### config.mk
export PLATFORM = sky130hd
export DESIGN_NAME = pwr_div
export DESIGN_NICKNAME = d
export VERILOG_FILES = /design/src/pwr_pkg.sv /design/src/pwr_div.sv
export SDC_FILE = /design/constraint.sdc
export NUM_CORES = 2
export LEC_CHECK = 0
export BUFFER_PORTS_ARGS = -buffer_cell sky130_fd_sc_hd__buf_2
export CORE_UTILIZATION = 30
export DETAILED_ROUTE_END_ITERATION = 6
export PLACE_DENSITY = 0.43
export SETUP_SLACK_MARGIN = 0.1
export SLEW_MARGIN = 30
export SYNTH_ARGS = -nofsm -noshare
export SYNTH_HDL_FRONTEND = slang
export SYNTH_SLANG_ARGS = --single-unit
### constraint.sdc
create_clock -name i_clk -period 3.1 [get_ports i_clk]
set_input_delay 0 -clock i_clk [delete_from_list [all_inputs] [get_ports i_clk]]
set_output_delay 0 -clock i_clk [all_outputs]
set_load 0.005 [all_outputs]
### src/pwr_pkg.sv
// Package for the polar warp resampler: item type, fixed-point constants,
// arctangent table and register codes. No dependencies.
`timescale 1ns / 1ps
`default_nettype none
package pwr_pkg;

    localparam int DEF_MAX_WIDTH  = 256;
    localparam int DEF_MAX_HEIGHT = 256;
    localparam int DEF_PIXEL_BITS = 16;

    localparam int DIV_STEPS    = 32;
    localparam int CORDIC_STEPS = 30;

    localparam logic signed [32:0] CORDIC_GAIN = 33'sd652032874;
    localparam logic [34:0]        TWO_PI_Q32  = 35'h6487ED511;

    localparam logic [8:0]  WIDTH_RESET  = 9'd256;
    localparam logic [8:0]  HEIGHT_RESET = 9'd256;
    localparam logic [7:0]  CX_RESET     = 8'd128;
    localparam logic [7:0]  CY_RESET     = 8'd128;
    localparam logic [8:0]  RMAX_RESET   = 9'd181;
    localparam logic [11:0] STEPS_RESET  = 12'd1137;

    localparam logic [1:0] REG_WIDTH  = 2'd0;
    localparam logic [1:0] REG_HEIGHT = 2'd1;
    localparam logic [1:0] REG_CX     = 2'd2;
    localparam logic [1:0] REG_CY     = 2'd3;

    typedef struct packed {
        logic        kind;
        logic [7:0]  pos_x;
        logic [7:0]  pos_y;
        logic [15:0] pixel_in;
        logic [8:0]  radius;
        logic        ok;
    } t_item;

    typedef enum logic [3:0] {
        LIM_IDLE  = 4'b0001,
        LIM_SQ    = 4'b0010,
        LIM_ROOT  = 4'b0100,
        LIM_SCALE = 4'b1000
    } t_lim_state;

    function automatic logic [12:0] pwr_div_step(input logic [11:0] rem,
                                                 input logic [11:0] steps);
        logic [12:0] t;
        t = {rem, 1'b0};
        if (t >= {1'b0, steps}) begin
            return {1'b1, 12'(t - {1'b0, steps})};
        end
        return {1'b0, t[11:0]};
    endfunction

    function automatic logic signed [32:0] pwr_atan(input int idx);
        logic signed [32:0] v;
        case (idx)
            0: v = 33'sd536870912;
            1: v = 33'sd316933406;
            2: v = 33'sd167458907;
            3: v = 33'sd85004756;
            4: v = 33'sd42667331;
            5: v = 33'sd21354465;
            6: v = 33'sd10679838;
            7: v = 33'sd5340245;
            8: v = 33'sd2670163;
            9: v = 33'sd1335087;
            10: v = 33'sd667544;
            11: v = 33'sd333772;
            12: v = 33'sd166886;
            13: v = 33'sd83443;
            14: v = 33'sd41722;
            15: v = 33'sd20861;
            16: v = 33'sd10430;
            17: v = 33'sd5215;
            18: v = 33'sd2608;
            19: v = 33'sd1304;
            20: v = 33'sd652;
            21: v = 33'sd326;
            22: v = 33'sd163;
            23: v = 33'sd81;
            24: v = 33'sd41;
            25: v = 33'sd20;
            26: v = 33'sd10;
            27: v = 33'sd5;
            28: v = 33'sd3;
            29: v = 33'sd1;
            default: v = 33'sd0;
        endcase
        return v;
    endfunction

endpackage
`default_nettype wire

### src/pwr_div.sv
// Pipelined restoring divider: angle phase = (step << 32) / steps.
// Depends on pwr_pkg.
`timescale 1ns / 1ps
`default_nettype none
module pwr_div import pwr_pkg::*; (
    input  wire logic        i_clk,
    input  wire logic        i_rst_n,
    input  wire logic        i_en,
    input  wire logic        i_valid,
    input  wire t_item       i_item,
    input  wire logic [11:0] i_step,
    input  wire logic [11:0] i_steps,
    output logic             o_valid,
    output t_item            o_item,
    output logic [31:0]      o_phase
);
    logic [DIV_STEPS-1:0] r_v;
    t_item                r_it  [DIV_STEPS];
    logic [11:0]          r_rem [DIV_STEPS];
    logic [31:0]          r_q   [DIV_STEPS];
    logic [12:0]          w_st  [DIV_STEPS];

    always_comb begin
        w_st[0] = pwr_div_step(i_step, i_steps);
        for (int k = 1; k < DIV_STEPS; k++) begin
            w_st[k] = pwr_div_step(r_rem[k-1], i_steps);
        end
    end

    always_ff @(posedge i_clk) begin
        if (!i_rst_n) begin
            r_v <= '0;
        end else if (i_en) begin
            r_v <= {r_v[DIV_STEPS-2:0], i_valid};
        end
    end

    always_ff @(posedge i_clk) begin
        if (i_en) begin
            r_it[0]  <= i_item;
            r_rem[0] <= w_st[0][11:0];
            r_q[0]   <= {31'd0, w_st[0][12]};
            for (int k = 1; k < DIV_STEPS; k++) begin
                r_it[k]  <= r_it[k-1];
                r_rem[k] <= w_st[k][11:0];
                r_q[k]   <= {r_q[k-1][30:0], w_st[k][12]};
            end
        end
    end

    assign o_valid = r_v[DIV_STEPS-1];
    assign o_item  = r_it[DIV_STEPS-1];
    assign o_phase = r_q[DIV_STEPS-1];
endmodule
`default_nettype wire

==> metrics.txt <==
fmax=351.2 MHz; hold slack final=0.08949 ns; wire length on met2=71.15 mm; Setup TNS Final=0 ns; Max-slew headroom=0.5053; Post-Synthesis Cell Area=90910 um^2; WL met1=77.17 mm; worst setup margin=0.2530 ns; cts bufs inserted=269; Port Buffer Count=146; FFs w/ async S/R, synth=0; Cell Rows=201; pin count of the biggest net entering global routing=115; Post-CTS Repair Setup Buffers=0; vias in the first global route=44322; kind of critical path=flop to flop; drt pass-1 iters=5; worst hold path type=input pin to flop; final worst-path cycle share=0.9184; Crit Path Max Fanout=13; layout overhead on the synthesized area=19.88%; commonest non-fill, non-tap cell in the layout=edfxtp_1; total of fill cells in the finished design=27859; max-cap violations=0; commonest non-fill, non-tap cells in the layout=edfxtp_1, ha_1, buf_4; GRT overflow=0; nature of the critical path endpoint=flop; critical path required time=3.66 ns; FF-to-FF path depth=9; Placer Congestion=0.7772; Seq/Total Area, Yosys=0.7589; CTS root buffer=clkbuf_16; Critical R2R Launch=r_rem[0][36]; Die Wd=552.5 um; end of the worst register-to-register path=r_rem[0][59]; layout cells sized above 1=0.1879; Period minus WS final=2.847 ns; Place WS=-0.01561 ns; RSZ-0062 raised after global routing=false; Iteration-0 DRC Markers=2783; CTS Buffer Depth=4; HPWL after DPL=96.17 mm; Max Used Layer=met4; Worst Tran Pin Value=0.7421 ns; top-level port count=147; crit start category=flop; global-route wire length before repair=251.0 mm; # DRC=0; Post-Layout Cell Count=9984; gr usage total=0.1022; placed cells=9391; syn_nets=5530; fin nets=6309; Cells after Synth=5045; Final setup viols=0; Top FF cell, synth=edfxtp_1; Worst Hold Depth=3; r2r setup slk=0.25 ns; Chip Height=552.5 um; H-tree depth=5; Fin. Hold Viols=0; DR vias=43278; Detail Route Antenna Nets=0; status=finished clean; EDFF count, synth=2276; Netlist cell types=67; initial antenna violation count=3; Static Leak=38.96 nW; Seq cells post-synth=2308; worst endpoint data arrival time=3.41 ns; core area=300500 um^2; warnings from Yosys=0; skew final=0.07502 ns; Via density=4.335; Initial Utilization=0.3025; WL/cell=15.98 um; WHS Endpoint=r_rem[0][7]; clock sinks=2308; clock latency on the worst-skew pair=0.88 ns; TritonCTS clock tree=built; clk slew on worst S/H paths=0.06 ns; Power Density=907.6 nW/um^2; hold wc startpoint=i_step[6]; Worst VDD drop=0.0003873 V; die area=305200 um^2; syn avg cell area=18.02 um^2; Final Max Tran Viols=0; DR WL met3=6.073 mm; Routed WL=159.6 mm
final cells by class:
| cell class | instances | area [um^2] | area share |
|---|---|---|---|
| multi-input cells | 2556 | 20920 | 0.1920 |
| well taps | 3958 | 4952 | 0.04544 |
| inverters | 59 | 225.2 | 0.002067 |
| diodes | 2 | 5.005 | 0.00004593 |
| clock inverters | 133 | 1390 | 0.01276 |
| flip-flops and latches | 2308 | 68990 | 0.6330 |
| clock buffers | 338 | 7076 | 0.06493 |
| repair buffers | 630 | 5418 | 0.04972 |
kinds of logic after synthesis:
family / share of synthesized area
mux: 0.04678
fa+ha+maj: 0.05954
flops: 0.7589
buf+inv: 0.01163
simple gates: 0.03899
compound gates: 0.06088
xor+xnor: 0.02332
timing repair:
| item | CTS | global route |
|---|---|---|
| hold buffers | 118 | 1 |
| gates resized for setup | 0 | 8 |
| setup endpoints to repair | 0 | 16 |
| endpoints found under the hold margin | 940 | 7 |
per-layer routing:
| layer | track usage | vias to the layer above |
|---|---|---|
| met5 | 0 | - |
| met1 | 0.1410 | 20906 |
| met4 | 0.03794 | 0 |
| met2 | 0.1595 | 640 |
| met3 | 0.01923 | 334 |
| li1 | - | 21398 |
worst max path at each step:
| stage | startpoint | end | slack [ns] | cells past startpoint |
|---|---|---|---|---|
| final | r_rem[0][36] | r_rem[0][59] | 0.25 | 9 |
| after global routing | r_rem[0][12] | r_rem[0][34] | 0.12 | 9 |
| after CTS | r_rem[1][24] | r_rem[1][41] | 0.13 | 8 |
| after detailed placement | i_steps[1] | r_rem[1][41] | -0.02 | 11 |
| after global placement | i_steps[1] | r_rem[0][146] | -0.16 | 12 |
| after floorplan | i_steps[2] | r_rem[1][41] | 0.12 | 10 |
metrics by stage:
stage	total power, mW	utilization	instance area, um^2
floorplan	60.68	-	90910
global placement	68.73	0.3303	99270
detailed placement	69.02	0.3303	99270
CTS	100.5	0.3624	108900
global route	104.7	0.3626	109000
finish	98.90	0.3626	109000
flip-flops by register name, summed over array words and instances, names as in the netlist:
signal	cells
r_rem	372
r_v	32
r_q	528
r_it	1376
cells in the mapped netlist (all sizes together) (5+ instances only):
library cell  count  area (um^2)
xnor2           178         1559
o21ai           223         1116
a41o             20        200.2
mux2i            66        660.6
o21a             98        735.7
nand3            15        75.07
nor2b           146        913.4
fa               31        620.6
and2             33        206.5
edfxtp         2276        68350
xor2             64        560.5
a21o             63        473.0
o2111ai          14        122.6
nor3             78        390.4
o311a            11        110.1
a211o            21        183.9
nand2            79        296.5
nor2            172        645.6
a31oi             8        50.05
a211oi            9        67.56
nand4            60        375.4
ha              383         4792
buf             110        787.0
o2bb2ai          19        166.4
o41ai             5        43.79
a21oi           262         1383
o31ai             7        52.55
inv              59        221.5
or2              22        137.6
or3              39        244.0
mux2            298         3592
o211ai            9        67.56
dfxtp            32        640.6
clkbuf           13        48.80
o31a             52        455.4
nand2b           20        125.1
critical path, stage by stage, from the launching register on:
cell and delay [ns]:
edfxtp_1 0.41, ha_1 0.31, nor2b_1 0.15, o31a_1 0.27, or3_1 0.34, a21oi_2 0.19
o21ai_1 0.15, a41o_1 0.29, buf_12 0.16, mux2_4 0.30
power breakdown:
part,total [mW],internal [mW],switching [mW],leakage [nW]
clock network,30.3,17.9,12.5,4.10
registers,42.3,40.2,2.08,22.5
logic,26.3,13.8,12.4,12.4
Note: power is estimated with default switching activity, not from simulation.
